$ cat src/rtl/mfs_pkg.sv
`default_nettype none

package mfs_pkg;

  // Register indexes on the configuration channel
  localparam logic [2:0] REG_SPIN_SPEED_LIMIT     = 3'd0;
  localparam logic [2:0] REG_SPIN_TICK_LIMIT      = 3'd1;
  localparam logic [2:0] REG_LEVEL_WINDOW         = 3'd2;
  localparam logic [2:0] REG_STILL_DELTA          = 3'd3;
  localparam logic [2:0] REG_SAMPLE_INTERVAL      = 3'd4;
  localparam logic [2:0] REG_STILL_SAMPLES_NEEDED = 3'd5;
  localparam logic [2:0] REG_TILT_LIMIT           = 3'd6;

  // Reset values of the registers (angles in 0.01 degree)
  localparam logic [14:0] RST_SPIN_SPEED_LIMIT     = 15'd300;
  localparam logic [9:0]  RST_SPIN_TICK_LIMIT      = 10'd50;
  localparam logic [14:0] RST_LEVEL_WINDOW         = 15'd500;
  localparam logic [15:0] RST_STILL_DELTA          = 16'd80;
  localparam logic [9:0]  RST_SAMPLE_INTERVAL      = 10'd50;
  localparam logic [3:0]  RST_STILL_SAMPLES_NEEDED = 4'd4;
  localparam logic [14:0] RST_TILT_LIMIT           = 15'd3000;

  // Counter saturation points
  localparam logic [10:0] SPIN_RUN_MAX    = 11'd2047;
  localparam logic [9:0]  LEVEL_TICKS_MAX = 10'd1023;
  localparam logic [3:0]  STILL_RUN_MAX   = 4'd15;

  typedef struct packed {
    logic [14:0] spin_speed_limit;
    logic [9:0]  spin_tick_limit;
    logic [14:0] level_window;
    logic [15:0] still_delta;
    logic [9:0]  sample_interval;
    logic [3:0]  still_samples_needed;
    logic [14:0] tilt_limit;
  } cfg_t;

  typedef struct packed {
    logic [10:0] spin_run;
    logic        spin_latched;
    logic [9:0]  level_ticks;
    logic [3:0]  still_run;
    logic [15:0] last_sample_angle;
  } state_t;

  typedef struct packed {
    logic [15:0] left_count;
    logic [15:0] right_count;
    logic [15:0] tilt_angle;
    logic        target_zero;
  } item_t;

  typedef struct packed {
    logic spin_fault;
    logic tilt_fault;
    logic position_clear;
  } result_t;

endpackage

`default_nettype wire

$ cat src/rtl/mfs_if.sv
`default_nettype none

// Tick input channel
interface mfs_in_if;
  logic               valid;
  logic               ready;
  logic signed [15:0] left_count;
  logic signed [15:0] right_count;
  logic signed [15:0] tilt_angle;
  logic               target_zero;

  modport source (output valid, left_count, right_count, tilt_angle, target_zero,
                  input ready);
  modport sink (input valid, left_count, right_count, tilt_angle, target_zero,
                output ready);
endinterface

// Fault result channel
interface mfs_out_if;
  logic valid;
  logic ready;
  logic spin_fault;
  logic tilt_fault;
  logic position_clear;

  modport source (output valid, spin_fault, tilt_fault, position_clear, input ready);
  modport sink (input valid, spin_fault, tilt_fault, position_clear, output ready);
endinterface

// Register write channel
interface mfs_cfg_if;
  logic        valid;
  logic        ready;
  logic [2:0]  index;
  logic [15:0] data;

  modport source (output valid, index, data, input ready);
  modport sink (input valid, index, data, output ready);
endinterface

`default_nettype wire

$ cat src/rtl/mfs_cfg_regs.sv
`default_nettype none

module mfs_cfg_regs (
  input  wire logic    clk,
  input  wire logic    rst,
  mfs_cfg_if.sink      cfg,
  output mfs_pkg::cfg_t regs
);

  // Writes are always taken
  assign cfg.ready = 1'b1;

  // Register file, data masked to each register's width
  always_ff @(posedge clk) begin
    if (rst) begin
      regs.spin_speed_limit     <= mfs_pkg::RST_SPIN_SPEED_LIMIT;
      regs.spin_tick_limit      <= mfs_pkg::RST_SPIN_TICK_LIMIT;
      regs.level_window         <= mfs_pkg::RST_LEVEL_WINDOW;
      regs.still_delta          <= mfs_pkg::RST_STILL_DELTA;
      regs.sample_interval      <= mfs_pkg::RST_SAMPLE_INTERVAL;
      regs.still_samples_needed <= mfs_pkg::RST_STILL_SAMPLES_NEEDED;
      regs.tilt_limit           <= mfs_pkg::RST_TILT_LIMIT;
    end else if (cfg.valid) begin
      case (cfg.index)
        mfs_pkg::REG_SPIN_SPEED_LIMIT:     regs.spin_speed_limit     <= cfg.data[14:0];
        mfs_pkg::REG_SPIN_TICK_LIMIT:      regs.spin_tick_limit      <= cfg.data[9:0];
        mfs_pkg::REG_LEVEL_WINDOW:         regs.level_window         <= cfg.data[14:0];
        mfs_pkg::REG_STILL_DELTA:          regs.still_delta          <= cfg.data;
        mfs_pkg::REG_SAMPLE_INTERVAL:      regs.sample_interval      <= cfg.data[9:0];
        mfs_pkg::REG_STILL_SAMPLES_NEEDED: regs.still_samples_needed <= cfg.data[3:0];
        mfs_pkg::REG_TILT_LIMIT:           regs.tilt_limit           <= cfg.data[14:0];
        default: ;
      endcase
    end
  end

endmodule

`default_nettype wire

$ cat src/rtl/mfs_step.sv
`default_nettype none

module mfs_step (
  input  wire mfs_pkg::cfg_t    regs,
  input  wire mfs_pkg::state_t  cur,
  input  wire mfs_pkg::item_t   item,
  output mfs_pkg::state_t       nxt,
  output mfs_pkg::result_t      res
);

  // Sign-extended operands and bounds, 17 bit signed; still-delta terms 18 bit signed
  logic signed [16:0] left_ext, right_ext, angle_ext, last_ext;
  logic signed [16:0] spd_pos, spd_neg, win_pos, win_neg, tilt_pos, tilt_neg;
  logic signed [16:0] diff;
  logic signed [17:0] diff_ext, dl_pos, dl_neg;
  logic               spin_hit, in_window, still;
  logic [10:0]        run_inc;
  logic [9:0]         level_inc;
  logic [3:0]         still_inc;
  logic               latched_mid;

  assign left_ext  = $signed({item.left_count[15], item.left_count});
  assign right_ext = $signed({item.right_count[15], item.right_count});
  assign angle_ext = $signed({item.tilt_angle[15], item.tilt_angle});
  assign last_ext  = $signed({cur.last_sample_angle[15], cur.last_sample_angle});

  assign spd_pos  = $signed({2'b00, regs.spin_speed_limit});
  assign spd_neg  = -spd_pos;
  assign win_pos  = $signed({2'b00, regs.level_window});
  assign win_neg  = -win_pos;
  assign tilt_pos = $signed({2'b00, regs.tilt_limit});
  assign tilt_neg = -tilt_pos;

  assign diff     = angle_ext - last_ext;
  assign diff_ext = $signed({diff[16], diff});
  assign dl_pos   = $signed({2'b00, regs.still_delta});
  assign dl_neg   = -dl_pos;

  // Both wheels beyond the limit in the same direction, target zero
  assign spin_hit = item.target_zero &&
                    ((left_ext > spd_pos && right_ext > spd_pos) ||
                     (left_ext < spd_neg && right_ext < spd_neg));
  assign in_window = (angle_ext > win_neg) && (angle_ext < win_pos);
  assign still     = (diff_ext < dl_pos) && (diff_ext > dl_neg);

  // Saturating increments
  assign run_inc   = (cur.spin_run != mfs_pkg::SPIN_RUN_MAX) ?
                     cur.spin_run + 11'd1 : cur.spin_run;
  assign level_inc = (cur.level_ticks != mfs_pkg::LEVEL_TICKS_MAX) ?
                     cur.level_ticks + 10'd1 : cur.level_ticks;
  assign still_inc = (cur.still_run != mfs_pkg::STILL_RUN_MAX) ?
                     cur.still_run + 4'd1 : cur.still_run;

  // Spin check, then landing check on the updated latch
  always_comb begin
    nxt = cur;
    res.position_clear = 1'b0;
    latched_mid = cur.spin_latched;

    if (spin_hit) begin
      if (run_inc > {1'b0, regs.spin_tick_limit}) begin
        nxt.spin_run = '0;
        latched_mid  = 1'b1;
      end else begin
        nxt.spin_run = run_inc;
      end
    end else begin
      nxt.spin_run = '0;
    end
    nxt.spin_latched = latched_mid;

    if (latched_mid) begin
      if (in_window) begin
        nxt.level_ticks = level_inc;
        if (level_inc >= regs.sample_interval) begin
          nxt.level_ticks = '0;
          if (still) begin
            nxt.still_run = still_inc;
            if (still_inc >= regs.still_samples_needed) begin
              nxt.still_run      = '0;
              nxt.spin_latched   = 1'b0;
              res.position_clear = 1'b1;
            end
          end else begin
            nxt.still_run = '0;
          end
          nxt.last_sample_angle = item.tilt_angle;
        end
      end else begin
        nxt.level_ticks = '0;
        nxt.still_run   = '0;
      end
    end

    res.spin_fault = nxt.spin_latched;
    res.tilt_fault = (angle_ext > tilt_pos) || (angle_ext < tilt_neg);
  end

endmodule

`default_nettype wire

$ cat src/rtl/motor_fault_supervisor.sv
// Motor fault supervisor: spin latch, landing release and tilt check per tick.
// Each accepted input beat passes the input register, then the result register.
// Throughput: one tick per cycle; input register and result register each stall
// only when the stage after them is full and not taken.
// Reset (rst, synchronous): registers return to defaults, counters, latch and
// last sample angle clear, both pipeline stages empty.
`default_nettype none

module motor_fault_supervisor (
  input  wire logic  clk,
  input  wire logic  rst,
  mfs_in_if.sink     samples,
  mfs_out_if.source  results,
  mfs_cfg_if.sink    cfg
);

  mfs_pkg::cfg_t    regs;
  mfs_pkg::state_t  st, st_next;
  mfs_pkg::item_t   item;
  mfs_pkg::result_t res, res_next;
  logic             item_valid, res_valid;
  logic             res_load, item_load;

  mfs_cfg_regs u_cfg (
    .clk  (clk),
    .rst  (rst),
    .cfg  (cfg),
    .regs (regs)
  );

  mfs_step u_step (
    .regs (regs),
    .cur  (st),
    .item (item),
    .nxt  (st_next),
    .res  (res_next)
  );

  // Stage handshakes
  assign res_load      = item_valid && (!res_valid || results.ready);
  assign item_load     = samples.valid && samples.ready;
  assign samples.ready = !item_valid || res_load;

  // Input register
  always_ff @(posedge clk) begin
    if (rst) begin
      item_valid <= 1'b0;
    end else if (samples.ready) begin
      item_valid <= samples.valid;
    end
  end

  always_ff @(posedge clk) begin
    if (item_load) begin
      item.left_count  <= samples.left_count;
      item.right_count <= samples.right_count;
      item.tilt_angle  <= samples.tilt_angle;
      item.target_zero <= samples.target_zero;
    end
  end

  // Supervisor state, advanced once per tick
  always_ff @(posedge clk) begin
    if (rst) begin
      st <= '0;
    end else if (res_load) begin
      st <= st_next;
    end
  end

  // Result register
  always_ff @(posedge clk) begin
    if (rst) begin
      res_valid <= 1'b0;
    end else if (res_load) begin
      res_valid <= 1'b1;
    end else if (results.ready) begin
      res_valid <= 1'b0;
    end
  end

  always_ff @(posedge clk) begin
    if (res_load) begin
      res <= res_next;
    end
  end

  assign results.valid          = res_valid;
  assign results.spin_fault     = res.spin_fault;
  assign results.tilt_fault     = res.tilt_fault;
  assign results.position_clear = res.position_clear;

endmodule

`default_nettype wire

$ cat src/flat_wrapper.sv
// flat-port wrapper written by rule: the top's interface ports become plain ports
module motor_fault_supervisor_flat 
  (clk, rst, samples_valid, samples_left_count, samples_right_count, samples_tilt_angle, samples_target_zero, samples_ready, results_valid, results_spin_fault, results_tilt_fault, results_position_clear, results_ready, cfg_valid, cfg_index, cfg_data, cfg_ready);
  mfs_in_if samples_i ();
  mfs_out_if results_i ();
  mfs_cfg_if cfg_i ();
  input  wire logic clk;
  input  wire logic rst;
  input wire logic [$bits(samples_i.valid)-1:0] samples_valid;
  input wire logic [$bits(samples_i.left_count)-1:0] samples_left_count;
  input wire logic [$bits(samples_i.right_count)-1:0] samples_right_count;
  input wire logic [$bits(samples_i.tilt_angle)-1:0] samples_tilt_angle;
  input wire logic [$bits(samples_i.target_zero)-1:0] samples_target_zero;
  output wire logic [$bits(samples_i.ready)-1:0] samples_ready;
  output wire logic [$bits(results_i.valid)-1:0] results_valid;
  output wire logic [$bits(results_i.spin_fault)-1:0] results_spin_fault;
  output wire logic [$bits(results_i.tilt_fault)-1:0] results_tilt_fault;
  output wire logic [$bits(results_i.position_clear)-1:0] results_position_clear;
  input wire logic [$bits(results_i.ready)-1:0] results_ready;
  input wire logic [$bits(cfg_i.valid)-1:0] cfg_valid;
  input wire logic [$bits(cfg_i.index)-1:0] cfg_index;
  input wire logic [$bits(cfg_i.data)-1:0] cfg_data;
  output wire logic [$bits(cfg_i.ready)-1:0] cfg_ready;
  assign samples_i.valid = samples_valid;
  assign samples_i.left_count = samples_left_count;
  assign samples_i.right_count = samples_right_count;
  assign samples_i.tilt_angle = samples_tilt_angle;
  assign samples_i.target_zero = samples_target_zero;
  assign samples_ready = samples_i.ready;
  assign results_valid = results_i.valid;
  assign results_spin_fault = results_i.spin_fault;
  assign results_tilt_fault = results_i.tilt_fault;
  assign results_position_clear = results_i.position_clear;
  assign results_i.ready = results_ready;
  assign cfg_i.valid = cfg_valid;
  assign cfg_i.index = cfg_index;
  assign cfg_i.data = cfg_data;
  assign cfg_ready = cfg_i.ready;
  motor_fault_supervisor u_core (.clk(clk), .rst(rst), .samples(samples_i), .results(results_i), .cfg(cfg_i));
endmodule
$ cat config.mk
export PLATFORM = sky130hd
export DESIGN_NAME = motor_fault_supervisor_flat
export DESIGN_NICKNAME = d
export VERILOG_FILES = /design/src/rtl/mfs_pkg.sv /design/src/rtl/mfs_if.sv /design/src/rtl/mfs_cfg_regs.sv /design/src/rtl/mfs_step.sv /design/src/rtl/motor_fault_supervisor.sv /design/src/flat_wrapper.sv
export SDC_FILE = /design/constraint.sdc
export NUM_CORES = 1
export LEC_CHECK = 0
export ABC_CLOCK_PERIOD_IN_PS = 12400
export BUFFER_PORTS_ARGS = -buffer_cell sky130_fd_sc_hd__buf_4
export CORE_AREA = 2 2 165 167
export DETAILED_ROUTE_END_ITERATION = 8
export DIE_AREA = 0 0 167 169
export PLACE_DENSITY = 0.72
export SKIP_LAST_GASP = 1
export SYNTH_ARGS = -nofsm -noshare
export SYNTH_HDL_FRONTEND = slang
export SYNTH_SLANG_ARGS = --single-unit
$ cat constraint.sdc
create_clock -name clk -period 12.4 [get_ports clk]
set_input_delay 0.62 -clock clk [delete_from_list [all_inputs] [get_ports clk]]
set_output_delay 0.62 -clock clk [all_outputs]
set_load 0.005 [all_outputs]
==> results.cfg <==
[run_status]
status = finished, final reports clean

[cts]
clk_path_buf_depth = 2
postCtsSetupRepairBufs = 0
tritoncts = built
cts_resized = 0
clock_sinks = 181
clk_latency_ns = 0.44
ctsHoldBuffers = 0
cts_buffers = 17
cts-root-buf = clkbuf_16
htree_levels = 4
clk_pin_slew_ns = 0.07

[floorplan]
dieArea_sq_um = 28200
rows = 60
chipWidth_um = 167
io_pins = 79
floorplan.initialDensity = 0.494
die_h_um = 169
core_area_sq_um = 26500

[setup_path]
cp.required_ns = 12.70
path_max_fanout = 16
startpoint_type = flip-flop
crit_path_start = u_core.u_cfg.regs[72]$_SDFFE_PP1P_
path_delay_family = simple AND/OR/NAND/NOR gates
r2r-start = u_core.u_cfg.regs[72]$_SDFFE_PP1P_
cpPeakStageDelay_ns = 0.60
r2r_cells = 18
path_cells = nor3_1, nand2_1, nor4_1, nand3_1, nor3_1, nand2_1, nor3_1, nand2b_1, ha_1, a21o_1, a2111oi_4, nand4_1, a311oi_1, a221o_2, nand4_4, a21oi_4, mux2i_1, nor2_1
slowest_stage = a21oi_4
cp-end-kind = flip-flop
r2r_end = u_core.st[7]$_SDFFE_PP0P_
r2r_setup_slack_ns = 7.45
cpMostUsedCell = nor3_1
crit_buf_inv = 0
crit_arrival_ns = 5.25
worstSetupPathType = reg2reg

[sta]
slew_violations = 0
whs_ns = 0.354
slew_headroom = 0.289
setup_tns_ns = 0
period_share = 0.399
setup_viol = 0
worst_pin_slew_ns = 1.06
hold_violations = 0
min_period_ns = 4.95
clock.fmax_ghz = 0.202
grt_setup_unrepaired = no
worst_slack_ns = 7.45
fin_worst_skew_ns = 0.0111

[routing]
wl_per_cell_um = 16.9
drtIter0Drc = 793
drt_first_pass_iters = 5
vias_per_cell = 5.70
antenna_left = 0
via_count = 10995
drc_errors = 0
wirelength_um = 32600

[flow_run]
maxCapViolations = 0

[yosys]
avgSynthCellArea_sq_um = 8.67
synth_nets = 1781
synth-seq-cells = 181
syn_area_sq_um = 13100
synthCells = 1508
synthFlopType = dfxtp_1
synth_edf_count = 52
synth_cell_type_count = 88
synth-async-reset-ratio = 0
ys_warn_count = 0
ys_seq_area_frac = 0.317

[worst_hold_path]
whs_path_depth = 1
hp-class = in2reg
whs_endpoint = u_core.item[28]$_DFFE_PP_
holdCritStartpoint = samples_right_count[11]

[global_routing]
first_global_vias = 10539
grt_max_degree = 68
overflow = 0
antenna_found_initial = 0
grt_pass1_wl_um = 53100
grt_use_total = 0.233

[place]
hpwl_um = 25000
place.gp.congestion = 0.916
place_ws_ns = 7.51
port_buffers = 77

[finish]
nets = 1847
drive_above_1_share = 0.0977
synthToLayoutAreaGrowth_pct = 11.0
diodes = 0
fillCellCount = 2452

[pwr]
powerDensity_nw_per_um2 = 94.8
p_total_mw = 1.38
irDropWorstVdd_v = 0.0000864
total_leakage_power_nw = 6.05
## stage by stage
stage               utilization  cell area [sq um]  instances
floorplan                     -              13100       1508
global placement          0.527              14000       1896
detailed placement        0.527              14000       1896
CTS                       0.548              14500       1928
global route              0.548              14500       1928
finish                    0.548              14500       1928
## registers in the layout (all words and copies together) (netlist names)
| register | count |
|---|---|
| u_core.st | 42 |
| u_core.results.position_clear | 1 |
| u_core.u_cfg.regs | 85 |
| u_core.results.valid | 1 |
| u_core.results.spin_fault | 1 |
| u_core.item_valid | 1 |
| u_core.results.tilt_fault | 1 |
| u_core.item | 49 |
## worst reg2reg max path, stage by stage, from the launching register on
cell and delay [ns]:
dfxtp_1 0.34, nor3_1 0.32, nand2_1 0.15, nor4_1 0.34
nand3_1 0.19, nor3_1 0.29, nand2_1 0.12, nor3_1 0.31
nand2b_1 0.19, ha_1 0.25, a21o_1 0.21, a2111oi_4 0.36
nand4_1 0.13, a311oi_1 0.31, a221o_2 0.21, nand4_4 0.14
a21oi_4 0.60, mux2i_1 0.30, nor2_1 0.05
## how the worst max path moves through the flow
stage | cells past startpoint | slack [ns] | to
2_1_floorplan | 19 | 8.30 | u_core.st[15]$_SDFFE_PP0P_
6_report | 18 | 7.45 | u_core.st[7]$_SDFFE_PP0P_
4_1_cts | 18 | 7.46 | u_core.st[7]$_SDFFE_PP0P_
3_5_place_dp | 18 | 7.51 | u_core.st[20]$_SDFFE_PP0P_
5_1_grt | 18 | 6.84 | u_core.st[7]$_SDFFE_PP0P_
3_3_place_gp | 18 | 7.82 | u_core.st[13]$_SDFFE_PP0P_
## cells in the final DEF (no fill, tap or decap), types with 11 or more instances in the layout
cell type	instances
a211o_1	21
a211oi_1	11
a21o_1	25
a21oi_1	126
and3_1	14
buf_4	81
clkbuf_16	17
dfxtp_1	129
edfxtp_1	52
ha_1	199
inv_1	127
mux2i_1	24
nand2_1	210
nand2b_1	25
nand3_1	41
nand3b_1	11
nand4_1	32
nor2_1	105
nor2b_1	18
nor3_1	29
nor4_1	17
o21a_1	19
o21ai_0	29
xnor2_1	62
xor2_1	11
## power by group
part | total [mW] | internal (mW) | switching (mW)
clock network | 0.517 | 0.264 | 0.254
logic | 0.213 | 0.0908 | 0.122
registers | 0.647 | 0.627 | 0.0197
total | 1.38 | 0.981 | 0.395
## Yosys cell counts (4+ instances only)
library cell	number	area, sq um
nor4_1	17	106
inv_1	127	477
a211oi_1	11	82.6
nor2b_1	18	113
edfxtp_1	52	1560
nand2_1	210	788
nand2b_1	25	156
o21ai_0	29	145
a21oi_1	126	631
xor2_1	11	96.3
o211ai_1	10	75.1
mux2_2	8	90.1
and4_1	7	61.3
nor3b_1	5	37.5
dfxtp_1	129	2580
xnor2_1	62	543
nor2_1	105	394
nand4_1	32	200
or3_1	5	31.3
o21a_1	19	143
a21o_1	25	188
and2_1	11	68.8
nor3_1	30	150
nand3_1	41	205
o2111ai_1	6	52.6
a211o_1	21	184
a31oi_1	5	31.3
o22ai_1	4	25.0
and3_1	14	87.6
clkbuf_1	29	109
mux2i_1	24	240
nand3b_1	11	82.6
a221oi_1	4	35.0
ha_1	199	2490
## area by class of cell
class                      instances  area (sq um)  share of cell area
tap                              341           427              0.0294
clock buffer                      19           433              0.0298
multi-input combinational       1166          8320               0.573
timing repair buffer              81           608              0.0419
sequential                       181          4140               0.285
clock inverter                    13           114             0.00784
inverter                         127           477              0.0328
## cells by family (layout without fill, tap and decap cells)
kind of cell             count (synthesis)  in the layout  synth area share
AO/OA/AOI/OAI                          305            305             0.160
XOR/XNOR                                75             75            0.0519
adder cells (fa/ha/maj)                200            200             0.192
buffers and inverters                  161            240            0.0475
flip-flops                             181            181             0.317
multiplexers                            32             32            0.0253
other                                    1              1          0.000287
AND/OR/NAND/NOR                        553            553             0.207
## metal layers
| metal | wire length, um | track usage |
|---|---|---|
| met5 | 0 | 0 |
| met4 | 986 | 0.0813 |
| met3 | 1280 | 0.0353 |
| met2 | 15400 | 0.403 |
| met1 | 14900 | 0.296 |
Power figures use the tool's default switching activity.
